===== src/hw/rtl/assert_macros.svh =====
// Assertion macros shared by the bus-clear sequencer RTL.
// Included by the modules that carry concurrent checks; no other dependencies.
`ifndef ASSERT_MACROS_SVH
`define ASSERT_MACROS_SVH

// Property must hold at every clock edge outside reset.
`define BCS_ASSERT_ALWAYS(label, clk, rst_n, prop, msg) \
    label: assert property (@(posedge clk) disable iff (!rst_n) (prop)) else $error(msg);

// Same-cycle implication, checked outside reset.
`define BCS_ASSERT_IMPLY(label, clk, rst_n, ante, cons, msg) \
    label: assert property (@(posedge clk) disable iff (!rst_n) (ante) |-> (cons)) \
        else $error(msg);

`endif


===== src/hw/rtl/bcs_pkg.sv =====
// Types and constants of the I2C bus-clear sequencer.
// No dependencies; imported by every module of the block.
`default_nettype none

package bcs_pkg;

    localparam int HOLD_W = 8;
    localparam int CNT_W  = 4;

    localparam logic [HOLD_W-1:0] HOLD_RESET = 8'd1;

    typedef enum logic [2:0] {
        PH_IDLE   = 3'd0,
        PH_WAIT   = 3'd1,
        PH_LOW    = 3'd2,
        PH_HIGH   = 3'd3,
        PH_STOP_A = 3'd4,
        PH_STOP_B = 3'd5,
        PH_STOP_C = 3'd6
    } t_phase;

    // Input beat: cmd = 1 starts recovery, cmd = 0 is one time tick.
    typedef struct packed {
        logic cmd;
        logic sda_level;
    } t_item;

    // Result beat, first field in the highest bits.
    typedef struct packed {
        logic [CNT_W-1:0] pulses_sent;
        logic             done_res;
        logic             busy_res;
        logic             sda_release;
        logic             scl_release;
    } t_result;

endpackage

`default_nettype wire


===== src/hw/rtl/bcs_in_stage.sv =====
// Input register of the bus-clear sequencer: holds one accepted beat.
// Depends on bcs_pkg.
`default_nettype none

module bcs_in_stage
    import bcs_pkg::*;
(
    input  wire   i_clk,
    input  wire   i_rst_n,
    input  wire   i_valid,
    output logic  o_ready,
    input  t_item i_item,
    input  wire   i_advance,
    output logic  o_valid,
    output t_item o_item
);

    logic  r_valid;
    t_item r_item;

    // Take a new beat when empty or when the held one moves on this cycle.
    assign o_ready = !r_valid || i_advance;

    always_ff @(posedge i_clk) begin
        if (!i_rst_n) begin
            r_valid <= 1'b0;
        end else if (o_ready) begin
            r_valid <= i_valid;
        end
    end

    always_ff @(posedge i_clk) begin
        if (o_ready && i_valid) begin
            r_item <= i_item;
        end
    end

    assign o_valid = r_valid;
    assign o_item  = r_item;

endmodule

`default_nettype wire


===== src/hw/rtl/bcs_fsm.sv =====
// Sequencer state, hold register and next-state logic of the bus-clear block.
// Depends on bcs_pkg and assert_macros.svh.
`default_nettype none

`include "assert_macros.svh"

module bcs_fsm
    import bcs_pkg::*;
#(
    parameter int unsigned MAX_PULSES = 9
) (
    input  wire               i_clk,
    input  wire               i_rst_n,
    input  wire               i_cfg_valid,
    input  wire  [HOLD_W-1:0] i_cfg_data,
    input  wire               i_advance,
    input  t_item             i_item,
    output t_result           o_result
);

    logic [HOLD_W-1:0] r_hold;
    t_phase            r_phase;
    t_phase            n_phase;
    logic [CNT_W-1:0]  r_pulse;
    logic [CNT_W-1:0]  n_pulse;
    logic [HOLD_W-1:0] r_wait;
    logic [HOLD_W-1:0] n_wait;
    logic              r_scl_rel;
    logic              n_scl_rel;
    logic              r_sda_rel;
    logic              n_sda_rel;
    logic              n_done;
    logic [HOLD_W-1:0] hold_load;

    always_ff @(posedge i_clk) begin
        if (!i_rst_n) begin
            r_hold <= HOLD_RESET;
        end else if (i_cfg_valid) begin
            r_hold <= i_cfg_data;
        end
    end

    always_ff @(posedge i_clk) begin
        if (!i_rst_n) begin
            r_phase   <= PH_IDLE;
            r_pulse   <= '0;
            r_wait    <= '0;
            r_scl_rel <= 1'b1;
            r_sda_rel <= 1'b1;
        end else if (i_advance) begin
            r_phase   <= n_phase;
            r_pulse   <= n_pulse;
            r_wait    <= n_wait;
            r_scl_rel <= n_scl_rel;
            r_sda_rel <= n_sda_rel;
        end
    end

    // A hold of zero behaves as one tick.
    assign hold_load = (r_hold == '0) ? HOLD_RESET : r_hold;

    always_comb begin
        n_phase   = r_phase;
        n_pulse   = r_pulse;
        n_wait    = r_wait;
        n_scl_rel = r_scl_rel;
        n_sda_rel = r_sda_rel;
        n_done    = 1'b0;
        if (r_phase == PH_IDLE) begin
            n_scl_rel = 1'b1;
            n_sda_rel = 1'b1;
            if (i_item.cmd) begin
                n_pulse = '0;
                n_phase = PH_WAIT;
                n_wait  = hold_load;
            end
        end else if (!i_item.cmd) begin
            if (r_wait > HOLD_W'(1)) begin
                n_wait = r_wait - HOLD_W'(1);
            end else begin
                n_wait = hold_load;
                case (r_phase)
                    PH_WAIT, PH_HIGH: begin
                        // Pulse again while a slave still holds SDA low and fewer than MAX_PULSES pulses are sent.
                        if (!i_item.sda_level && (r_pulse < CNT_W'(MAX_PULSES))) begin
                            n_phase   = PH_LOW;
                            n_scl_rel = 1'b0;
                            n_sda_rel = 1'b1;
                        end else begin
                            n_phase   = PH_STOP_A;
                            n_scl_rel = 1'b1;
                            n_sda_rel = 1'b0;
                        end
                    end
                    PH_LOW: begin
                        n_pulse   = r_pulse + CNT_W'(1);
                        n_phase   = PH_HIGH;
                        n_scl_rel = 1'b1;
                        n_sda_rel = 1'b1;
                    end
                    PH_STOP_A: begin
                        n_phase   = PH_STOP_B;
                        n_scl_rel = 1'b1;
                        n_sda_rel = 1'b0;
                    end
                    PH_STOP_B: begin
                        n_phase   = PH_STOP_C;
                        n_scl_rel = 1'b1;
                        n_sda_rel = 1'b1;
                    end
                    default: begin
                        n_phase   = PH_IDLE;
                        n_wait    = '0;
                        n_scl_rel = 1'b1;
                        n_sda_rel = 1'b1;
                        n_done    = 1'b1;
                    end
                endcase
            end
        end
    end

    always_comb begin
        o_result.scl_release = n_scl_rel;
        o_result.sda_release = n_sda_rel;
        o_result.busy_res    = (n_phase != PH_IDLE);
        o_result.done_res    = n_done;
        o_result.pulses_sent = n_pulse;
    end

    `BCS_ASSERT_ALWAYS(a_pulse_limit, i_clk, i_rst_n, r_pulse <= CNT_W'(MAX_PULSES), "pulse count beyond limit")
    `BCS_ASSERT_IMPLY(a_scl_low_phase, i_clk, i_rst_n, !r_scl_rel, r_phase == PH_LOW, "SCL low outside pulse low phase")
    `BCS_ASSERT_IMPLY(a_sda_low_phase, i_clk, i_rst_n, !r_sda_rel, (r_phase == PH_STOP_A) || (r_phase == PH_STOP_B), "SDA low outside STOP")
    `BCS_ASSERT_IMPLY(a_idle_wait, i_clk, i_rst_n, r_phase == PH_IDLE, r_wait == '0, "hold counter running while idle")

endmodule

`default_nettype wire


===== src/hw/rtl/bcs_out_stage.sv =====
// Result register of the bus-clear sequencer: holds one beat until taken.
// Depends on bcs_pkg.
`default_nettype none

module bcs_out_stage
    import bcs_pkg::*;
(
    input  wire     i_clk,
    input  wire     i_rst_n,
    input  wire     i_load,
    input  t_result i_result,
    output logic    o_can_load,
    output logic    o_valid,
    input  wire     i_ready,
    output t_result o_result
);

    logic    r_valid;
    t_result r_result;

    assign o_can_load = !r_valid || i_ready;

    always_ff @(posedge i_clk) begin
        if (!i_rst_n) begin
            r_valid <= 1'b0;
        end else if (o_can_load) begin
            r_valid <= i_load;
        end
    end

    always_ff @(posedge i_clk) begin
        if (i_load) begin
            r_result <= i_result;
        end
    end

    assign o_valid  = r_valid;
    assign o_result = r_result;

endmodule

`default_nettype wire


===== src/hw/rtl/i2c_bus_clear_sequencer.sv =====
// A beat is held in the input register; its result is registered in the result register.
// Throughput: one beat per cycle while the receiver takes results; the state update is one
// pass of next-state logic between the input register and the result register.
// Reset (synchronous, active low): pipeline empty, phase idle, pulse count 0,
// both lines released, hold_ticks = 1.
// Top level of the I2C bus-clear sequencer; depends on bcs_pkg and the bcs_* stages.
`default_nettype none

module i2c_bus_clear_sequencer
    import bcs_pkg::*;
#(
    parameter int unsigned MAX_PULSES = 9
) (
    input  wire              i_clk,
    input  wire              i_rst_n,
    input  wire              s_axis_tvalid,
    output logic             s_axis_tready,
    input  wire  [7:0]       s_axis_tdata,   // [0] sda_level, [7:1] zero
    input  wire              s_axis_tuser,   // [0] cmd
    output logic             m_axis_tvalid,
    input  wire              m_axis_tready,
    output logic [7:0]       m_axis_tdata,   // [0] scl_release, [1] sda_release,
                                             // [2] busy_res, [3] done_res, [7:4] pulses_sent
    input  wire              i_cfg_valid,
    output logic             o_cfg_ready,
    input  wire  [HOLD_W-1:0] i_cfg_data
);

    t_item   in_item;
    t_item   held_item;
    logic    held_valid;
    logic    advance;
    logic    can_load;
    t_result next_result;
    t_result out_result;

    assign in_item.cmd       = s_axis_tuser;
    assign in_item.sda_level = s_axis_tdata[0];

    // Move the held beat into the result register whenever it has room.
    assign advance     = held_valid && can_load;
    assign o_cfg_ready = 1'b1;

    bcs_in_stage u_in_stage (
        .i_clk     (i_clk),
        .i_rst_n   (i_rst_n),
        .i_valid   (s_axis_tvalid),
        .o_ready   (s_axis_tready),
        .i_item    (in_item),
        .i_advance (advance),
        .o_valid   (held_valid),
        .o_item    (held_item)
    );

    bcs_fsm #(
        .MAX_PULSES (MAX_PULSES)
    ) u_fsm (
        .i_clk       (i_clk),
        .i_rst_n     (i_rst_n),
        .i_cfg_valid (i_cfg_valid),
        .i_cfg_data  (i_cfg_data),
        .i_advance   (advance),
        .i_item      (held_item),
        .o_result    (next_result)
    );

    bcs_out_stage u_out_stage (
        .i_clk      (i_clk),
        .i_rst_n    (i_rst_n),
        .i_load     (advance),
        .i_result   (next_result),
        .o_can_load (can_load),
        .o_valid    (m_axis_tvalid),
        .i_ready    (m_axis_tready),
        .o_result   (out_result)
    );

    assign m_axis_tdata = out_result;

endmodule

`default_nettype wire


===== config.mk =====
export PLATFORM = sky130hd
export DESIGN_NAME = i2c_bus_clear_sequencer
export DESIGN_NICKNAME = d
export VERILOG_FILES = /design/src/hw/rtl/bcs_pkg.sv /design/src/hw/rtl/bcs_in_stage.sv /design/src/hw/rtl/bcs_fsm.sv /design/src/hw/rtl/bcs_out_stage.sv /design/src/hw/rtl/i2c_bus_clear_sequencer.sv
export VERILOG_INCLUDE_DIRS = /design/src /design/src/hw/rtl
export SDC_FILE = /design/constraint.sdc
export NUM_CORES = 1
export LEC_CHECK = 0
export ABC_CLOCK_PERIOD_IN_PS = 6300
export BUFFER_PORTS_ARGS = -buffer_cell sky130_fd_sc_hd__buf_2
export CAP_MARGIN = 15
export CORE_ASPECT_RATIO = 0.5
export CORE_MARGIN = 10
export CORE_UTILIZATION = 40
export DETAILED_ROUTE_END_ITERATION = 10
export REMOVE_ABC_BUFFERS = 1
export SLEW_MARGIN = 20
export SYNTH_ARGS = -nofsm -noshare
export SYNTH_HDL_FRONTEND = slang
export SYNTH_HIERARCHICAL = 1
export SYNTH_SLANG_ARGS = --single-unit

===== constraint.sdc =====
create_clock -name i_clk -period 6.3 [get_ports i_clk]
set_input_delay 0.945 -clock i_clk [delete_from_list [all_inputs] [get_ports i_clk]]
set_output_delay 0.945 -clock i_clk [all_outputs]
set_load 0.1 [all_outputs]

# After elaboration in Yosys (flattened, before gate mapping)
# Cells that the tools add are included.
# op_classes
bitwise_logic	0
div_mod_pow	0
n_reduce_logical	15
add_sub_neg	2
n_mux	28
shift	0
eq_ne	7
n_lt_le_gt_ge	2
n_mul	0
# ops
cell	n
$mux 8	6
$mux 4	5
$mux 3	5
$pmux 3 s4	1
$mux 1	10
$gt 8x1->1 const B	1
$logic_not 8->1	1
$sub 8x1->8 const B	1
$eq 3x2->1 const B	2
$eq 3x3->1 const B	2
$reduce_or 5->1	1
$add 4x1->4 const B	1
$lt 4x4->1 const B	1
$eq 3x1->1 const B	1
$logic_and 1x1->1	3
$logic_not 1->1	3
$logic_not 3->1	1
$reduce_and 3->1	1
$reduce_bool 3->1	1
$reduce_or 3->1	1
$logic_or 1x1->1	2
$ne 2x1->1 const B	1
$ne 2x2->1 const B	1
$pmux 1 s2	1
$reduce_or 2->1	1
# word_totals
romBits	0
memories	0
wordCells	69
out_inout_bits	11
input_bits	22
register_bits	37
latchBits	0
mem_bits_rw	0

# Depth between registers and ports, before layout
# Gate-level depths: netlist of the first run.
# logic_depth
word_depth	8
mapped_depth	8
ltp_nobuf	6

# Modules after synthesis
# The synthesis of the first run kept the hierarchy.
# modules_own_cells
mod	n_inst	area_per_inst_um2	seq_area_each_um2	cells_each
bcs_fsm	1	1560.2	500.5	190
bcs_out_stage	1	289.0	260.2	12
bcs_in_stage	1	117.6	80.1	7
i2c_bus_clear_sequencer	1	17.5	0.0	3

# Least setup slack after synthesis of the first run
# No wires, ideal clock.
# synth_path
path_type	input -> output
startpoint	input port m_axis_tready
endpoint	output port s_axis_tready
path_slack_ns	3.563
stages	3
arrival_ns	1.792
path_buffers	0
t_required_ns	5.355
path_cell_list	nand2b_4 > and2_1 > nand2b_4
# synth_via
elab_chain_len	3
# synth_lines
item	line_no	rtl
from (decl)	i2c_bus_clear_sequencer.sv:21	input wire m_axis_tready,
$logic_or 1x1->1	bcs_out_stage.sv:21	assign o_can_load = !r_valid || i_ready;
$logic_and 1x1->1	i2c_bus_clear_sequencer.sv:41	assign advance = held_valid && can_load;
net advance	i2c_bus_clear_sequencer.sv:32	logic advance;
$logic_or 1x1->1	bcs_in_stage.sv:22	assign o_ready = !r_valid || i_advance;
to (decl)	i2c_bus_clear_sequencer.sv:17	output logic s_axis_tready,
# The timed path passes the listed nets, and every way through them passes these cells.

# Worst setup path after layout of the first run
# layout_path
startpoint	input port m_axis_tready
endpoint	output port s_axis_tready
# layout_via
elab_chain_len	3
# layout_lines
item	line_no	rtl
$logic_or 1x1->1	bcs_out_stage.sv:21	
net can_load	i2c_bus_clear_sequencer.sv:33	logic can_load;
$logic_and 1x1->1	i2c_bus_clear_sequencer.sv:41	
net advance	i2c_bus_clear_sequencer.sv:32	
$logic_or 1x1->1	bcs_in_stage.sv:22	
# The timed path passes the listed nets, and every way through them passes these cells.

==> results of run 1 <==
-- worst min-delay path by stage --
stage / from / end / cells after the start
6_report: u_fsm/r_hold[0] / u_fsm/r_hold[0] / 2
5_1_grt: u_out_stage/o_valid / u_out_stage/o_valid / 2
4_1_cts: u_fsm/r_hold[0] / u_fsm/r_hold[0] / 2
3_5_place_dp: u_fsm/r_hold[0] / u_fsm/r_hold[0] / 2
3_3_place_gp: u_fsm/r_hold[0] / u_fsm/r_hold[0] / 2
2_1_floorplan: u_fsm/r_hold[0] / u_fsm/r_hold[0] / 2
-- worst min-delay path: stages, from the launching register on --
cell	delay [ns]
dfxtp_1	0.33
mux2i_1	0.07
nand2_1	0.06
-- per-stage QoR --
step / std cells / instance area [um^2] / hold WS (ns) / utilization (%)
floorplan: 196 / 1899 / 0.4421 / -
global placement: 286 / 2102 / 0.4631 / 45.75
detailed placement: 286 / 2102 / 0.4626 / 45.75
CTS: 294 / 2236 / 0.4819 / 48.67
global route: 294 / 2236 / 0.5214 / 48.67
finish: 294 / 2236 / 0.4809 / 48.67
-- power by group --
group / leakage, nW / internal [mW] / switching (mW)
registers: 0.312 / 0.255 / 0.0104
logic: 0.543 / 0.0383 / 0.0774
clock network: 0.0681 / 0.157 / 0.0860
-- sequential cells by signal (all words and copies together), names as in the netlist, 2 cells and up --
signal / flops
u_fsm/r_pulse: 4
u_out_stage/o_result: 8
u_fsm/r_phase: 3
u_in_stage/o_item: 2
u_fsm/r_hold: 8
u_fsm/r_wait: 8
-- per-layer routing --
layer,track usage [%],vias up,part of all wire (%)
met5,0,-,0
met4,3.553,0,1.1
met3,3.401,4,7.8
met2,16.23,47,41
met1,13.19,778,50
li1,-,820,-
-- kinds of logic after synthesis --
kind of cell | Yosys count | share of synthesized area [%]
AO/OA/AOI/OAI | 46 | 18.35
adder cells (fa/ha/maj) | 4 | 2.522
buffers and inverters | 25 | 5.990
flip-flops | 37 | 42.37
multiplexers | 14 | 7.125
other | 1 | 0.1890
AND/OR/NAND/NOR | 85 | 23.46
-- placed cells by master, fill, tap and decap left out, types with 3 or more instances in the layout --
master,Yosys,layout
dfxtp_1,27,27
buf_2,2,24
nor2_1,20,20
nand2_1,19,19
mux2i_1,13,13
edfxtp_1,10,10
o21ai_0,9,9
inv_1,9,9
a32o_1,7,7
nor4_1,6,6
clkbuf_8,0,5
nor3_1,5,5
o31ai_1,5,5
nand3_1,4,4
o211ai_1,4,4
nand2b_1,4,4
a21oi_1,4,4
or3_1,4,4
ha_1,4,4
or2_2,3,3
nand4_1,3,3
or3_2,3,3
-- layout make-up --
| type | count | area [um^2] | area share (%) |
|---|---|---|---|
| Sequential cell | 37 | 840.8 | 37.60 |
| Timing Repair Buffer | 24 | 120.1 | 5.372 |
| Inverter | 9 | 33.78 | 1.511 |
| Clock buffer | 5 | 68.82 | 3.078 |
| Tap cell | 66 | 82.58 | 3.693 |
| Multi-Input combinational cell | 150 | 1025 | 45.83 |
| Clock inverter | 3 | 65.06 | 2.910 |
==> results_dict.tcl, run 1 <==
set metrics [dict create \
    rrSetupSlack_ns 4.11 \
    setup.worst_path.end "s_axis_tready" \
    post_synth.cell_area_avg_um2 9.360 \
    grt_first_pass_wirelength_um 7362 \
    powerDensity_nw_per_um2 279.4 \
    grt_remaining_overflow 0 \
    highest_clock_rate_mhz 293.9 \
    drt-initial-drc-count 89 \
    synth-seq-area-share_pct 42.37 \
    num-nets-final 253 \
    finalClockSkew_ns 0.008277 \
    die_h_um 69.81 \
    ctsHtreeMaxLevel 2 \
    post_route_cells_drive_above_1_share_pct 21.93 \
    grt_antenna_before_repair 0 \
    insertedDiodeCount 0 \
    worst_setup_path_start_kind "input port" \
    rr_worst_depth 4 \
    timing.critical_path.slowest_cell_delay_ns 0.62 \
    worst-endpoint-required_ns 5.35 \
    status "finished clean" \
    end_kind "primary output" \
    cts.repair_timing.setup_buffer_count 0 \
    number_of_search_and_repair_iterations_in_the_first_detailed_routing_pass 5 \
    clk_latency_ns 0.29 \
    area_growth_syn_to_layout_pct 12.67 \
    ys.warnings.count 6 \
    setup_repair_after_global_routing_missed_its_margin "no" \
    numPortBuffers 24 \
    routed_wirelength_um 4450 \
    number_of_buffers_created_by_cts 5 \
    count_of_buffer_and_inverter_cells_on_the_critical_path 2 \
    clock_tree_from_tritoncts "built" \
    fin_crit_ns 3.403 \
    timing.critical_path.max_delay_family "simple AND/OR/NAND/NOR gates" \
    yosys-top-cells-area "dfxtp_1 (27%), edfxtp_1 (15%), mux2i_1 (6.6%), nor2_1 (3.8%), nand2_1 (3.6%)" \
    dr_total_vias 1649 \
    fin_crit_sh_pct 54.01 \
    detailedPlacementHpwl_um 3109 \
    post-synth-top-count-cell "dfxtp_1" \
    yosys_register_bits 37 \
    grt_start_max_net_pins 20 \
    viasPerCell 5.609 \
    synth_top_cell_area_share_pct 27.24 \
    clkSlewWorstSetupHoldPaths_ns 0.07 \
    setup_tns_ns 0 \
    arrival_time_of_the_worst_setup_path_ns 2.46 \
    worst_r2r_startpoint "u_fsm/r_phase[1]" \
    fill_cells 461 \
    place_ws_ns 2.875 \
    clk_root_buffer_cell "clkbuf_8" \
    power_leakage_nw 0.9227 \
    avgRoutedWirePerCell_um 15.14 \
    cp_slowest_cell "and2_1" \
    numClockSinks 37 \
    timing_max_transition_violations_final 0 \
    finalHoldViolCount 0 \
    yosys.cell_types.count 50 \
    path_cells "buf_2 > nand2b_4 > and2_1 > nand2b_4 > buf_2" \
    die_area_um2 8349 \
    initial_core_util_pct 43.19 \
    crit_start "m_axis_tready" \
    crit_path_max_fanout 19 \
    least_setup_slack_across_all_paths_after_layout_ns 2.897 \
    synth-async-reset-ratio_pct 0 \
    via_count_of_the_first_global_routing_pass 1579 \
    cts_resized 0 \
    postSynthCellCount 212 \
    yosys-top-cells-count "dfxtp_1 (27), nor2_1 (20), nand2_1 (19)" \
    timing.max_slew.rel_slack_pct 48.56 \
    core_area_um2 4594 \
    critical_path_cell_count 5 \
    ys_dominant_reg_cell "dfxtp_1" \
    worst_slew_pin_slew_ns 0.7716 \
    timing.max_cap.violations 0 \
    grt_util_all_layers_pct 10.43 \
    cts_hold_buf 0 \
    detail-route-antenna-nets 0 \
    synth.cell_area_um2 1984 \
    synth_top_cell_by_area "dfxtp_1" \
    drc 0 \
    largest_voltage_drop_on_the_vdd_net_mv 0.1523 \
    critPathKind "input port to primary output" \
    holdCritPathClass "flip-flop to flip-flop" \
    count_of_standard_cell_rows 17 \
    cts.path.max_buffers 2 \
    ios 33 \
    place.gp.congestion 0.8046 \
    total_power_mw 0.6246 \
    setup-violations-final 0 \
    synth-edff-count 10 \
    reg_to_reg_critical_path_endpoint "u_out_stage/o_result[7]" \
    die_w_um 119.6 \
]
Power figures use the tool's default switching activity.
==> inputs of run 2 (changes only) <==
--- a/config.mk
+++ b/config.mk
@@ -6,7 +6,8 @@
 export SDC_FILE = /design/constraint.sdc
 export NUM_CORES = 1
 export LEC_CHECK = 0
-export ABC_CLOCK_PERIOD_IN_PS = 6300
+export ABC_AREA = 1
+export ABC_CLOCK_PERIOD_IN_PS = 3400
 export BUFFER_PORTS_ARGS = -buffer_cell sky130_fd_sc_hd__buf_2
 export CAP_MARGIN = 15
 export CORE_ASPECT_RATIO = 0.5
==> constraint.sdc (replaced) <==
create_clock -name i_clk -period 3.4 [get_ports i_clk]
set_input_delay 0.51 -clock i_clk [delete_from_list [all_inputs] [get_ports i_clk]]
set_output_delay 0.51 -clock i_clk [all_outputs]
set_load 0.1 [all_outputs]
==> run 2 against run 1 <==
Net effect: synthesized cell count is 29% higher; combinational power grew to 3.1 times the previous value; critical path depth is 2 higher; clock skew hardly changed; critical endpoint unchanged; die area is 0.98% higher; global-route usage is 0.12 points lower; final area is 1.2% higher; total power is 92% higher; clock-buffer cell count is 3 higher; via count is 2.9% higher; clock power is 33% higher.
==> results_dict.tcl, run 2 <==
set metrics [dict create \
    synth-async-reset-ratio_pct 0 \
    insertedDiodeCount 0 \
    end_kind "primary output" \
    number_of_buffers_created_by_cts 5 \
    power_leakage_nw 1.048 \
    arrival_time_of_the_worst_setup_path_ns 1.65 \
    crit_path_max_fanout 27 \
    total_power_mw 1.201 \
    fin_crit_ns 2.155 \
    grt_start_max_net_pins 28 \
    highest_clock_rate_mhz 464.0 \
    cts_hold_buf 0 \
    count_of_standard_cell_rows 18 \
    worst-endpoint-required_ns 2.89 \
    finalHoldViolCount 0 \
    routed_wirelength_um 4170 \
    hold_slack_ns 0.3927 \
    yosys.cell_types.count 31 \
    timing.max_cap.violations 0 \
    number_of_search_and_repair_iterations_in_the_first_detailed_routing_pass 4 \
    viasPerCell 4.596 \
    post_synth.cell_area_avg_um2 7.334 \
    place.gp.congestion 0.8113 \
    die_area_um2 8431 \
    worst_hold_path_stage_count 1 \
    dominant_combinational_cell_family_by_area_after_synthesis "simple AND/OR/NAND/NOR gates" \
    setup_repair_after_global_routing_missed_its_margin "no" \
    count_of_buffer_and_inverter_cells_on_the_critical_path 4 \
    commonest_non_fill_non_tap_cell_in_the_layout "nand2_1" \
    timing.critical_path.slowest_cell_delay_ns 0.42 \
    synth_top_cell_by_area "dfxtp_1" \
    holdCritPathClass "input port to flip-flop" \
    cts_resized 0 \
    post_route_cells_drive_above_1_share_pct 18.06 \
    cts.repair_timing.setup_buffer_count 0 \
    grt_util_all_layers_pct 10.32 \
    avgRoutedWirePerCell_um 11.30 \
    critical-path-top-cell-by-count "nand2_2" \
    ys_dominant_reg_cell "dfxtp_1" \
    simple_gate_fraction_of_synth_area_pct 28.83 \
    clk_latency_ns 0.30 \
    drc 0 \
    detail-route-antenna-nets 0 \
    clock_tree_from_tritoncts "built" \
    initial_core_util_pct 41.12 \
    synth-edff-count 10 \
    grt_first_pass_wirelength_um 7231 \
    yosys-top-cells-area "dfxtp_1 (27%), edfxtp_1 (15%), nand2_1 (10%), inv_1 (6.7%), nor2_1 (6.2%)" \
    post-synth-top-count-cell "nand2_1" \
    clkSlewWorstSetupHoldPaths_ns 0.08 \
    numClockSinks 37 \
    num-nets-final 324 \
    finalClockSkew_ns 0.008705 \
    fin_crit_sh_pct 63.39 \
    ios 33 \
    drt-initial-drc-count 99 \
    synth.cell_area_um2 2009 \
    synthXorXnorAreaFrac_pct 2.179 \
    yosys-mux-area-fraction_pct 0 \
    timing_max_transition_violations_final 0 \
    clk_root_buffer_cell "clkbuf_8" \
    cp_slowest_cell "buf_2" \
    via_count_of_the_first_global_routing_pass 1650 \
    rr_worst_depth 8 \
    area_growth_syn_to_layout_pct 12.58 \
    synth-adder-area-share_pct 2.491 \
    ys.warnings.count 6 \
    fill_cells 491 \
    status "finished clean" \
    yosys-top-cells-count "nand2_1 (54), inv_1 (36), nor2_1 (33)" \
    dr_total_vias 1696 \
    worst_setup_path_start_kind "flip-flop" \
    detailedPlacementHpwl_um 3035 \
    grt_antenna_before_repair 0 \
    powerDensity_nw_per_um2 531.0 \
    setup_tns_ns 0 \
    timing.critical_path.max_delay_family "buffers and inverters" \
    die_h_um 70.12 \
    numPortBuffers 24 \
    core_area_um2 4887 \
    synth_compound_area_share_pct 13.70 \
    critical_path_cell_count 7 \
    grt_remaining_overflow 0 \
    setup-violations-final 0 \
    postSynthCellCount 274 \
    layout_common_cells "nand2_1 (54), inv_1 (36), nor2_1 (33)" \
    yosys_register_bits 37 \
    largest_voltage_drop_on_the_vdd_net_mv 0.1598 \
    cts.path.max_buffers 2 \
    critPathKind "flip-flop to primary output" \
    die_w_um 120.2 \
    synth_top_cell_area_share_pct 26.90 \
    ctsHtreeMaxLevel 2 \
    path_cells "nand2_2 > nand2_1 > inv_1 > buf_4 > inv_2 > nand2_2 > buf_2" \
    synth-seq-area-share_pct 41.84 \
]
-- run 2: cell type report --
cell class | count | area [um^2] | share of cell area [%]
multi-input combinational | 186 | 952.2 | 42.09
tap | 70 | 87.58 | 3.872
sequential | 37 | 840.8 | 37.17
inverter | 43 | 163.9 | 7.246
clock buffer | 8 | 90.09 | 3.982
timing repair buffer | 25 | 127.6 | 5.642
-- run 2: metal layers --
metal / up-vias / global-route usage, % / wire length [um]
met5: - / 0 / 0
met1: 736 / 12.12 / 2035
met4: 0 / 4.787 / 58
li1: 913 / - / -
met3: 5 / 4.010 / 326
met2: 42 / 16.26 / 1749
-- run 2: per-stage QoR --
step / utilization [%] / area (um^2) / instances / setup WS, ns
after CTS: 46.29 / 2262 / 369 / 1.232
after detailed placement: 44.44 / 2172 / 361 / 1.248
final: 46.29 / 2262 / 369 / 1.245
after global placement: 44.44 / 2172 / 361 / 1.287
after global routing: 46.29 / 2262 / 369 / 1.131
after floorplan: - / 1957 / 266 / 1.021
-- run 2: final timing paths --
check / from / end / slack, ns
min: s_axis_tdata[0] / u_in_stage/o_item[0] / 0.39
min reg2reg: u_fsm/r_hold[0] / u_fsm/r_hold[0] / 0.46
max reg2reg: u_fsm/r_wait[0] / u_out_stage/o_result[2] / 1.55
max: u_out_stage/o_valid / s_axis_tready / 1.24
-- run 2: power breakdown --
part           leakage [nW]  switching (mW)  internal, mW
clock                0.0455           0.157         0.165
sequential            0.316          0.0271         0.492
combinational         0.687           0.256         0.104
-- run 2: logic make-up (layout without fill, tap and decap cells) --
group	after synthesis	count (layout)
xor gates and xnor gates	5	5
AOI/OAI and AO/OA	53	53
other	1	1
DFF	37	37
adders and majority gates	4	4
and+or+nand+nor	123	123
buffers and inverters	51	76
